## config.mk

```make
export PLATFORM = sky130hd
export DESIGN_NAME = pdu_pipe_ctrl
export DESIGN_NICKNAME = d
export VERILOG_FILES = /design/src/rtl/pdu_pkg.sv /design/src/rtl/pdu_pipe_ctrl.sv
export VERILOG_INCLUDE_DIRS = /design/src /design/src/rtl
export SDC_FILE = /design/constraint.sdc
export NUM_CORES = 1
export LEC_CHECK = 0
export ABC_AREA = 1
export BUFFER_PORTS_ARGS = -buffer_cell sky130_fd_sc_hd__buf_2
export CAP_MARGIN = 10
export CORE_MARGIN = 2
export CORE_UTILIZATION = 33
export CTS_BUF_LIST = sky130_fd_sc_hd__clkbuf_2 sky130_fd_sc_hd__clkbuf_4 sky130_fd_sc_hd__clkbuf_8
export DETAILED_ROUTE_END_ITERATION = 8
export PLACE_DENSITY = 0.65
export REMOVE_ABC_BUFFERS = 1
export SYNTH_ARGS = -nofsm -noshare
export SYNTH_HDL_FRONTEND = slang
export SYNTH_SLANG_ARGS = --single-unit
```

## constraint.sdc

```tcl
create_clock -name clk -period 1.45 [get_ports clk]
set_input_delay 0.29 -clock clk [delete_from_list [all_inputs] [get_ports clk]]
set_output_delay 0.29 -clock clk [all_outputs]
set_load 0.05 [all_outputs]
```

## src/rtl/pso_particle_dimension_update_top_defines.svh

```systemverilog
// Assertion macros for the RTL file that carries concurrent checks, pdu_pipe_ctrl.
// Each macro expects clk and rst_n to exist in the module that uses it.
`ifndef PSO_PARTICLE_DIMENSION_UPDATE_TOP_DEFINES_SVH
`define PSO_PARTICLE_DIMENSION_UPDATE_TOP_DEFINES_SVH

// The consequent must hold in the same cycle as the antecedent.
`define PDU_ASSERT_NOW(label, ante, cons, msg) \
    label: assert property (@(posedge clk) disable iff (!rst_n) (ante) |-> (cons)) \
        else $error(msg);

// The consequent must hold in the cycle after the antecedent.
`define PDU_ASSERT_NEXT(label, ante, cons, msg) \
    label: assert property (@(posedge clk) disable iff (!rst_n) (ante) |=> (cons)) \
        else $error(msg);

`endif

```

## src/rtl/pdu_pkg.sv

```systemverilog
`timescale 1ns / 1ps
`default_nettype none

package pdu_pkg;

    localparam int FRAC_BITS  = 16;
    localparam int PIPE_DEPTH = 10;

    localparam int SHIFT_10  = 36;
    localparam int SHIFT_100 = 38;
    localparam logic [32:0] RECIP_10  = 33'((64'd1 << SHIFT_10) / 64'd10);
    localparam logic [31:0] RECIP_100 = 32'((64'd1 << SHIFT_100) / 64'd100);

    localparam logic [17:0] INERTIA_RESET   = 18'd32768;
    localparam logic [17:0] SOCIAL_RESET    = 18'd131072;
    localparam logic [17:0] COGNITIVE_RESET = 18'd98304;
    localparam logic [16:0] STEP_FRAC_RESET = 17'd9830;

    localparam logic [1:0] REG_INERTIA   = 2'd0;
    localparam logic [1:0] REG_SOCIAL    = 2'd1;
    localparam logic [1:0] REG_COGNITIVE = 2'd2;
    localparam logic [1:0] REG_STEP_FRAC = 2'd3;

    typedef enum logic [1:0] {
        HIT_NONE  = 2'd0,
        HIT_LOW   = 2'd1,
        HIT_BOUND = 2'd2
    } hit_t;

    typedef struct packed {
        logic [PIPE_DEPTH-1:0] load;
        logic [PIPE_DEPTH-1:0] valid;
    } pdu_ctrl_t;

endpackage

`default_nettype wire

```

## src/rtl/pdu_pipe_ctrl.sv

```systemverilog
`timescale 1ns / 1ps
`default_nettype none

`include "pso_particle_dimension_update_top_defines.svh"

module pdu_pipe_ctrl
    import pdu_pkg::*;
(
    input  wire logic clk,
    input  wire logic rst_n,
    input  wire logic in_valid,
    input  wire logic out_stall,
    output logic      in_stall,
    output pdu_ctrl_t ctrl
);

    logic [PIPE_DEPTH-1:0] valid_reg;
    logic [PIPE_DEPTH-1:0] valid_next;
    logic [PIPE_DEPTH-1:0] load;

    // A stage takes new contents when it is empty or when the stage after it moves.
    always_comb
    begin
        load[PIPE_DEPTH-1] = !valid_reg[PIPE_DEPTH-1] || !out_stall;
        for (int i = PIPE_DEPTH - 2; i >= 0; i--)
        begin
            load[i] = !valid_reg[i] || load[i+1];
        end
    end

    always_comb
    begin
        valid_next = valid_reg;
        if (load[0])
        begin
            valid_next[0] = in_valid;
        end
        for (int i = 1; i < PIPE_DEPTH; i++)
        begin
            if (load[i])
            begin
                valid_next[i] = valid_reg[i-1];
            end
        end
    end

    always_ff @(posedge clk or negedge rst_n)
    begin
        if (!rst_n)
        begin
            valid_reg <= '0;
        end
        else
        begin
            valid_reg <= valid_next;
        end
    end

    assign in_stall   = !load[0];
    assign ctrl.load  = load;
    assign ctrl.valid = valid_reg;

    `PDU_ASSERT_NEXT(a_accept_fills_first, in_valid && !in_stall, valid_reg[0], "accepted transaction lost at entry")
    `PDU_ASSERT_NOW(a_no_stall_when_drained, !out_stall, !in_stall, "input stalled while output drains")
    `PDU_ASSERT_NEXT(a_first_stage_holds, valid_reg[0] && in_stall, valid_reg[0], "stalled first stage dropped its transaction")

endmodule

`default_nettype wire
```

==> results of run 1 <==
## layer usage
layer,vias up,routed length [um]
li1,203,-
met4,0,5
met3,2,71
met5,-,0
met1,185,390
met2,17,520
## critical path: stages (launching register included)
cell	delay [ps]
dfrtp_1	370
nand3_2	120
nor2_4	130
nand4_4	120
nor2_8	140
nand4_4	110
inv_2	90
buf_8	140
## area by class of cell
cell class                      count  area share, %
Sequential cell                    10          31.01
Tap cell                           15          2.326
Multi-Input combinational cell     20          20.16
Inverter                           11          5.426
Clock buffer                        3          2.791
Timing Repair Buffer               38          38.29
## power breakdown
part	leakage [uW]	total, uW	switching (uW)	internal (uW)
combinational	0.000316	980	645	335
clock	0.0000138	178	82.8	95.2
sequential	0.000102	402	65.9	336
## timing repair
action,CTS,global route
setup endpoints to repair,9,10
resized for setup,22,8
endpoints found under the hold margin,10,0
hold buffers,1,0
setup buffers,4,3
## cells in the mapped netlist
cell and instances:
nand3_1 1, or2_2 1, nor2_4 1, nor2_8 1, nand4_4 2, inv_1 10
nand3_2 2, nand2_1 10, inv_2 1, dfrtp_1 10, nand2_2 1, or2_1 1
## worst max-delay path by stage
stage	startpoint	to	slack (ps)
CTS	valid_reg[8]	in_stall	-290
finish	valid_reg[9]	in_stall	-310
floorplan	valid_reg[9]	in_stall	-1200
global placement	out_stall	in_stall	-90
detailed placement	valid_reg[9]	in_stall	-120
global route	valid_reg[8]	in_stall	-400
## stage by stage
stage,power (uW),hold slack (ps),instance area (um2),worst slack [ps],cells
floorplan,1002,-5.591,446.7,-1202,41
global placement,1197,160.5,630.6,-94.68,86
detailed placement,1203,158.7,630.6,-120.7,86
CTS,1527,211.0,759.5,-292.1,94
global route,1642,225.9,807.0,-399.4,97
finish,1561,220.7,807.0,-312.7,97
## kinds of logic (layout without fill, tap and decap cells)
family                 count (synthesis)  in the layout  share of synthesized area [%]
DFF                                   10             10                          56.02
and+or+nand+nor                       20             20                          34.74
buffers and inverters                 11             52                          9.244
==> results.md, run 1 <==
## Outcome
• **result of the run** complete, but fails checks
• **failing checks** setup timing

## Setup path
• **biggest fanout along the worst timing path** 4
• **FF-to-FF setup slack** 90 ps
• **Required @ worst endpoint** 1160 ps
• **critical path class** flop to primary output
• **worst endpoint data arrival time** 1470 ps
• **CP startpoint kind** flop
• **R2R depth** 8
• **Worst R2R Start** valid_reg[9]
• **endpoint of the worst-slack reg-to-reg timing path** valid_reg[0]
• **category of the worst setup path capture point** primary output

## Logic synthesis
• **post-synthesis instance area** 446.7 um2
• **average instance area after synthesis** 10.89 um2
• **YS warnings** 0
• **number of unique standard cell types used by synthesis** 12
• **top post-synthesis cells by area** dfrtp_1 (56%), nand4_4 (9.5%), inv_1 (8.4%), nand2_1 (8.4%), nand3_2 (4.5%)
• **cell type contributing the most total cell area after synthesis** dfrtp_1
• **FF+latch count, synth** 10
• **portion of the post-synthesis area used by sequential elements** 56.02%
• **instance count of the mapped netlist** 41
• **share of Yosys cell area claimed by the top area cell type** 56.02%

## Global routing
• **Remaining Overflow, GRT** 0
• **global-route wire length before repair** 1269 um
• **antenna violations before repair** 0
• **pin count of the biggest net entering global routing** 11
• **most congested layer reported by global routing** met2
• **met3 global-route usage** 5.435%
• **GR Util met1** 14.53%
• **global-route usage over all layers** 12.16%
• **via count of the first global-routing pass** 326
• **met2 routing resource usage after global routing** 17.58%

## Clock tree
• **clock sinks** 10
• **total CTS buffers** 3
• **clock slew at reported path FFs** 60 ps
• **insertion delay of the later-clocked pin in the worst-skew pair** 260 ps
• **CTS H-tree lvls** 1
• **CTS tree** done
• **worst-case clock buffer depth** 2
• **clock tree root driver cell** clkbuf_4

## Timing
• **Max Clock Freq** 567.3 MHz
• **RSZ-0062 raised after global routing** true
• **accumulated negative setup slack** -2243 ps
• **measured slew at the worst slew-check pin** 250.1 ps
• **final setup slack of the worst path** -312.7 ps
• **Worst Skew** 2.943 ps
• **Tcrit/Tclk final** 121.6%
• **count of endpoints failing setup in the final report** 9
• **worst slew slack as a fraction of its limit** 83.44%
• **number of hold violations in the final report** 0
• **clock period minus final worst setup slack** 1763 ps
• **Max Transition Viols Final** 0

## Final layout
• **Layout area overhead** 80.67%
• **highest-count cells in the layout ignoring fill and taps** buf_2 (14), buf_4 (11), dfrtp_1 (10), nand2_1 (9), inv_1 (8)
• **final net count** 88
• **fraction of layout instances using a drive strength above 1** 64.63%
• **final-layout fill cell count** 116
• **area taken by multi-input logic gates** 162.7 um2
• **post-layout utilization of the core** 62.80%
• **ANT cells** 0
• **most common cell after layout, fill and taps aside** buf_2
• **area of all sequential standard cells** 250.2 um2
• **max reg flops** 10

## Routing
• **Detail Route Antenna Nets** 0
• **average vias per placed instance** 4.196
• **average detailed-routed wire length per instance** 10.18 um
• **DRC violation total after the first TritonRoute iteration** 4
• **Routed Wire Length** 987 um
• **DRC violation count after routing** 0
• **number of iterations in the first detailed-routing pass** 2
• **total vias in the final route** 407

## Pwr
• **leak pwr** 0.0004317 uW
• **power per cell area** 1934 mW/mm2
• **worst voltage drop across the vdd grid** 0.001081 V

## Placement
• **HPWL reported at the end of detailed placement** 680.7 um
• **PortBufs** 24
• **routability congestion estimate** 0.5911

## Floorplan
• **initial standard-cell utilization of the core** 34.76%
• **number of core rows** 13
• **die outline height** 40.79 um
• **top-level port count** 25
• **core area** 0.001285 mm2
• **DIE AREA** 0.001664 mm2
• **die width** 40.79 um

## Run
• **count of maximum capacitance violations** 0

## Min path
• **WHS Endpoint** valid_reg[0]
• **Hold Startpoint** in_valid
• **count of cells along the worst hold path** 3
• **worst min-delay path class** input pin to flop

Note: power is estimated with default switching activity, not from simulation.
==> run 2, diff against run 1 <==
--- a/config.mk
+++ b/config.mk
@@ -9,10 +9,11 @@
 export ABC_AREA = 1
 export BUFFER_PORTS_ARGS = -buffer_cell sky130_fd_sc_hd__buf_2
 export CAP_MARGIN = 10
-export CORE_MARGIN = 2
-export CORE_UTILIZATION = 33
+export CORE_AREA = 2 2 39 41
 export CTS_BUF_LIST = sky130_fd_sc_hd__clkbuf_2 sky130_fd_sc_hd__clkbuf_4 sky130_fd_sc_hd__clkbuf_8
+export CTS_CLUSTER_SIZE = 28
 export DETAILED_ROUTE_END_ITERATION = 8
+export DIE_AREA = 0 0 41 43
 export PLACE_DENSITY = 0.65
 export REMOVE_ABC_BUFFERS = 1
 export SYNTH_ARGS = -nofsm -noshare
==> results.md, run 2 (same netlist as run 1, synthesis figures left out) <==
## Outcome
• **result of the run** complete, but fails checks
• **failing checks** setup timing

## Timing
• **accumulated negative setup slack** -2045 ps, +198.3 ps
• **count of endpoints failing setup in the final report** 9, unchanged
• **RSZ-0062 raised after global routing** true
• **Tcrit/Tclk final** 124.1%, +2.5 points
• **final setup slack of the worst path** -349.1 ps, -36.47 ps
• **Worst Skew** 0.6032 ps, -2.340 ps
• **worst slew slack as a fraction of its limit** 83.23%, -0.21 points
• **measured slew at the worst slew-check pin** 253.3 ps, +3.114 ps
• **Max Clock Freq** 555.8 MHz, -2.0%
• **worst hold margin** 211.9 ps, -8.830 ps
• **number of hold violations in the final report** 0, unchanged
• **Max Transition Viols Final** 0, unchanged
• **clock period minus final worst setup slack** 1799 ps, +36.47 ps

## Final layout
• **area taken by multi-input logic gates** 172.7 um2, +6.2%
• **fraction of layout instances using a drive strength above 1** 65.06%, +0.43 points
• **post-layout utilization of the core** 60.40%, -2.4 points
• **max reg flops** 10, unchanged
• **final-layout fill cell count** 125, +7.8%
• **highest-count cells in the layout ignoring fill and taps** buf_2 (13), buf_4 (13), dfrtp_1 (10), inv_1 (9), nand2_1 (8)
• **final net count** 88, unchanged
• **Layout area overhead** 87.12%
• **final non-filler cell area** 835.8 um2, +3.6%
• **area of all sequential standard cells** 250.2 um2, unchanged
• **ANT cells** 0, unchanged

## Pwr
• **Seq pwr share** 24.0%, -1.8 points
• **power per cell area** 1997 mW/mm2, +3.3%
• **combinational group share of total power** 61.0%, -1.8 points
• **leak pwr** 0.0004407 uW, +2.1%
• **switching power as a share of total power** 49.18%, -1.7 points
• **worst voltage drop across the vdd grid** 0.001016 V, -6.0%
• **Internal Power** 848.3 uW, +11%
• **Clk pwr share** 15.0%, +3.6 points
• **reported net switching power** 820.9 uW, +3.4%
• **total power** 1669 uW, +7.0%

## Global routing
• **via count of the first global-routing pass** 394, +21%
• **antenna violations before repair** 0, unchanged
• **pin count of the biggest net entering global routing** 11, unchanged
• **global-route wire length before repair** 1649 um, +30%
• **Remaining Overflow, GRT** 0, unchanged
• **global-route usage over all layers** 14.48%, +2.3 points

## Setup path
• **CP startpoint kind** flop
• **endpoint of the worst-slack reg-to-reg timing path** valid_reg[3]
• **R2R depth** 6, -2
• **delay contributed by the slowest stage of the critical path** 380 ps, about the same
• **Buf+Inv Stages, Crit Path** 2, unchanged
• **worst-path cell with the longest stage delay** dfrtp_1
• **Required @ worst endpoint** 1160 ps, about the same
• **worst endpoint data arrival time** 1510 ps, +40 ps
• **Worst R2R Start** valid_reg[8]
• **FF-to-FF setup slack** 300 ps, +210 ps
• **cell seen most often among critical-path stages** nand4_4
• **critical path class** flop to primary output
• **Top Family by Delay on Critical Path** simple AND/OR/NAND/NOR gates
• **category of the worst setup path capture point** primary output
• **cells along the critical path** nand3_2 -> nor2_4 -> nand4_4 -> nor2_8 -> nand4_4 -> inv_2 -> buf_8
• **biggest fanout along the worst timing path** 5, +1

## Clock tree
• **CTS tree** done
• **clock tree root driver cell** clkbuf_4
• **total CTS buffers** 3, unchanged
• **insertion delay of the later-clocked pin in the worst-skew pair** 270 ps, about the same
• **clock slew at reported path FFs** 60 ps, about the same
• **CTS H-tree lvls** 1, unchanged
• **clock sinks** 10, unchanged
• **worst-case clock buffer depth** 2, unchanged

## Placement
• **Post-DP Area** 646.9 um2, +2.6%
• **HPWL reported at the end of detailed placement** 792.6 um, +16%
• **PortBufs** 24, unchanged
• **routability congestion estimate** 0.5879, -0.54%

## Floorplan
• **core area** 0.001384 mm2, +7.7%
• **initial standard-cell utilization of the core** 32.28%, -2.5 points
• **die width** 41 um, +0.51%
• **top-level port count** 25, unchanged
• **number of core rows** 14, +1
• **die outline height** 43 um, +5.4%
• **DIE AREA** 0.001763 mm2, +6.0%

## Routing
• **total vias in the final route** 430, +5.7%
• **DRC violation total after the first TritonRoute iteration** 5, +1
• **Routed Wire Length** 1059 um, +7.3%
• **DRC violation count after routing** 0, unchanged
• **average vias per placed instance** 4.343, +3.5%
• **average detailed-routed wire length per instance** 10.70 um, +5.1%
• **number of iterations in the first detailed-routing pass** 4, +2
• **Detail Route Antenna Nets** 0, unchanged

## Min path
• **Hold Startpoint** in_valid
• **WHS Endpoint** valid_reg[0]
• **count of cells along the worst hold path** 3, unchanged
• **worst min-delay path class** input pin to flop

## Run
• **count of maximum capacitance violations** 0, unchanged

[run 2: how the worst max path moves through the flow]
stage | startpoint | end | slack [ps] | cells past startpoint
floorplan | valid_reg[9] | in_stall | -1200 | 6
global placement | out_stall | in_stall | -110 | 8
detailed placement | out_stall | in_stall | -130 | 8
CTS | valid_reg[8] | in_stall | -330 | 7
global route | valid_reg[8] | in_stall | -420 | 7
finish | valid_reg[8] | in_stall | -350 | 7
[run 2: final cells by class]
class	count	share of cell area, %
clock buffers	4	4.341
inverters	11	4.940
flip-flops and latches	10	29.94
multi-input cells	20	20.66
well taps	16	2.395
repair buffers	38	37.72
[run 2: per-layer routing]
metal | track usage, % | wire [um] | vias to the layer above
met4 | 10.00 | 34 | 0
met3 | 3.141 | 98 | 5
met5 | 0 | 0 | -
met2 | 22.50 | 562 | 24
li1 | - | - | 206
met1 | 16.55 | 364 | 195
[run 2: per-stage QoR]
stage,cells,setup slack [ps]
floorplan,41,-1202
global placement,89,-111.5
detailed placement,89,-134.1
CTS,97,-326.9
global route,99,-417.4
finish,99,-349.1
[run 2: timing repair]
action / in CTS / in global routing
buffers inserted: 5 / 4
gates resized for setup: 22 / 12
endpoints found under the hold margin: 10 / 0
setup endpoints to repair: 9 / 11
hold buffers: 1 / 0
[run 2: worst reg2reg max path, stage by stage, from the launching register on]
cell	delay, ps
dfrtp_1	380
nand3_2	120
nor2_4	120
nand4_4	120
nor2_8	150
buf_4	120
or2_1	80
[run 2: power groups by stage]
stage               sequential [uW]  combinational, uW  clock, uW
floorplan                       611                391          0
global placement                401                827          0
detailed placement              407                834          0
CTS                             401                996        253
global route                    409               1080        264
finish                          400               1020        251
==> run 3, diff against run 2 <==
==> constraint.sdc (replaced) <==
create_clock -name clk -period 2 [get_ports clk]
set_input_delay 0.4 -clock clk [delete_from_list [all_inputs] [get_ports clk]]
set_output_delay 0.4 -clock clk [all_outputs]
set_load 0.05 [all_outputs]
==> results.md, run 3 (same netlist as run 1, synthesis figures left out) <==
## Floorplan
• **initial standard-cell utilization of the core** 32.28%, unchanged
• **number of core rows** 14, unchanged
• **die width** 41 um, unchanged
• **top-level port count** 25, unchanged
• **die outline height** 43 um, unchanged
• **DIE AREA** 0.001763 mm2, unchanged
• **core area** 0.001384 mm2, unchanged

## Setup path
• **Critical Path Start** valid_reg[8]
• **cells along the critical path** nand3_2 -> nor2_4 -> nand4_4 -> nor2_8 -> nand4_4 -> inv_2 -> buf_6
• **FF-to-FF setup slack** 780 ps, +480 ps
• **worst endpoint data arrival time** 1570 ps, +60 ps
• **endpoint of the worst-slack reg-to-reg timing path** valid_reg[0]
• **delay contributed by the slowest stage of the critical path** 370 ps, about the same
• **critical path class** flop to primary output
• **worst-path cell with the longest stage delay** dfrtp_1
• **Worst R2R Start** valid_reg[8]
• **cell seen most often among critical-path stages** nand4_4
• **Required @ worst endpoint** 1600 ps, +440 ps
• **biggest fanout along the worst timing path** 5, unchanged
• **CP startpoint kind** flop
• **Top Family by Delay on Critical Path** simple AND/OR/NAND/NOR gates
• **R2R depth** 6, unchanged
• **Buf+Inv Stages, Crit Path** 2, unchanged
• **category of the worst setup path capture point** primary output

## Placement
• **HPWL reported at the end of detailed placement** 670.7 um, -15%
• **Placed Instances** 81, -9.0%
• **routability congestion estimate** 0.6857, +17%
• **PortBufs** 24, unchanged
• **worst setup timing slack at the placement stage** 133.0 ps, +267.1 ps
• **Post-DP Area** 586.8 um2, -9.3%

## Min path
• **worst min-delay path class** input pin to flop
• **count of cells along the worst hold path** 3, unchanged
• **WHS Endpoint** valid_reg[0]
• **Hold Startpoint** in_valid

## Routing
• **detailed-routing wirelength on met1** 365 um, +0.27%
• **highest signal layer in the routed design** met4
• **total vias in the final route** 383, -11%
• **Routed Wire Length** 911 um, -14%
• **number of iterations in the first detailed-routing pass** 2, -2
• **average detailed-routed wire length per instance** 10.24 um, -4.3%
• **average vias per placed instance** 4.303, -0.92%
• **DRC violation total after the first TritonRoute iteration** 3, -2
• **DRC violation count after routing** 0, unchanged
• **Detail Route Antenna Nets** 0, unchanged
• **routed wl met2** 429 um, -24%
• **amount of wire on met3 after detailed routing** 107 um, +9.2%

## Timing
• **clock period minus final worst setup slack** 1975 ps
• **Tcrit/Tclk final** 98.73%
• **final setup slack of the worst path** 25.39 ps, +374.5 ps
• **number of hold violations in the final report** 0, unchanged
• **measured slew at the worst slew-check pin** 253.9 ps, +0.6717 ps
• **worst slew slack as a fraction of its limit** 83.19%, about the same
• **RSZ-0062 raised after global routing** true
• **Worst Skew** 5.120 ps, +4.517 ps
• **count of endpoints failing setup in the final report** 0, -9
• **Max Transition Viols Final** 0, unchanged
• **Max Clock Freq** 506.4 MHz

## Pwr
• **combinational group share of total power** 57.0%, -4.0 points
• **Seq pwr share** 29.2%, +5.2 points
• **switching power as a share of total power** 54.91%, +5.7 points
• **leak pwr** 0.0003604 uW, -18%
• **reported net switching power** 553.2 uW, -33%
• **worst voltage drop across the vdd grid** 0.0005718 V, -44%
• **total power** 1007 uW, -40%
• **Internal Power** 454.2 uW, -46%
• **power per cell area** 1511 mW/mm2, -24%
• **Clk pwr share** 13.8%, -1.2 points

## Clock tree
• **clock slew at reported path FFs** 70 ps, about the same
• **worst-case clock buffer depth** 2, unchanged
• **total CTS buffers** 3, unchanged
• **clock sinks** 10, unchanged
• **insertion delay of the later-clocked pin in the worst-skew pair** 260 ps, about the same
• **CTS tree** done
• **CTS H-tree lvls** 1, unchanged
• **clock tree root driver cell** clkbuf_4

## Final layout
• **highest-count cells in the layout ignoring fill and taps** buf_2 (20), nand2_1 (10), inv_1 (10), dfrtp_1 (10), buf_4 (6)
• **final non-filler cell area** 666.9 um2, -20%
• **most common cell after layout, fill and taps aside** buf_2
• **final net count** 79, -10%
• **max reg flops** 10, unchanged
• **final-layout fill cell count** 144, +15%
• **ANT cells** 0, unchanged
• **post-layout utilization of the core** 48.19%, -12 points
• **Layout area overhead** 49.30%
• **fraction of layout instances using a drive strength above 1** 54.79%, -10 points
• **number of standard cells in the final layout excluding fillers** 89, -10%

## Global routing
• **pin count of the biggest net entering global routing** 11, unchanged
• **global-route wire length before repair** 1297 um, -21%
• **Remaining Overflow, GRT** 0, unchanged
• **global-route usage over all layers** 11.50%, -3.0 points
• **via count of the first global-routing pass** 341, -13%
• **antenna violations before repair** 0, unchanged

## Run
• **count of maximum capacitance violations** 0, unchanged

## Outcome
• **result of the run** complete, no violations

run 3: changes by cell type in the layout (fill, tap and decap cells not counted), moves of 2 or more:
cell	change
buf_2	+7
buf_6	-2
buf_4	-7
nand2_2	-2
nand2_1	+2
buf_8	-6
run 3: worst max path at each step:
stage                     endpoint  slack, ps  depth (start not counted)
after floorplan           in_stall       -760                          6
after global placement    in_stall        170                          8
after detailed placement  in_stall        130                          8
after CTS                 in_stall         10                          7
after global routing      in_stall        -80                          7
final                     in_stall         30                          7
run 3: timing repair:
item                                   4_1_cts  5_1_grt
gates resized for setup                      1        8
pin swaps                                    0        3
endpoints found under the hold margin       10        0
setup buffers                                0        4
setup endpoints to repair                    1        5
hold buffers                                 1        0
run 3: power groups by stage:
stage | Combinational (uW) | Sequential, uW | Clock, uW
4_1_cts | 543 | 295 | 137
2_1_floorplan | 284 | 443 | 0
5_1_grt | 609 | 302 | 151
3_3_place_gp | 538 | 297 | 0
3_5_place_dp | 540 | 298 | 0
6_report | 575 | 294 | 139
run 3: area by class of cell:
class                   instances  area, um2  share of cell area, %
flip-flops and latches         10      250.2                  37.52
well taps                      16      20.02                  3.002
inverters                      11      41.29                  6.191
multi-input cells              20      155.1                  23.26
clock buffers                   3      22.52                  3.377
repair buffers                 29      177.7                  26.64
run 3: metrics by stage:
step                      hold slack, ps  TNS, ps
after floorplan                    104.4    -3753
after global placement             272.2        0
after global routing               344.9   -154.2
after detailed placement           275.0        0
after CTS                          335.3        0
final                              329.4        0
run 3: worst min-delay path: stages:
cell	delay, ps
buf_2	80
inv_1	40
nand2_2	50
run 3: per-layer routing:
metal	global-route usage, %	vias to the layer above
met3	4.712	2
li1	-	186
met4	8.000	0
met5	0	-
met2	16.25	21
met1	13.42	174
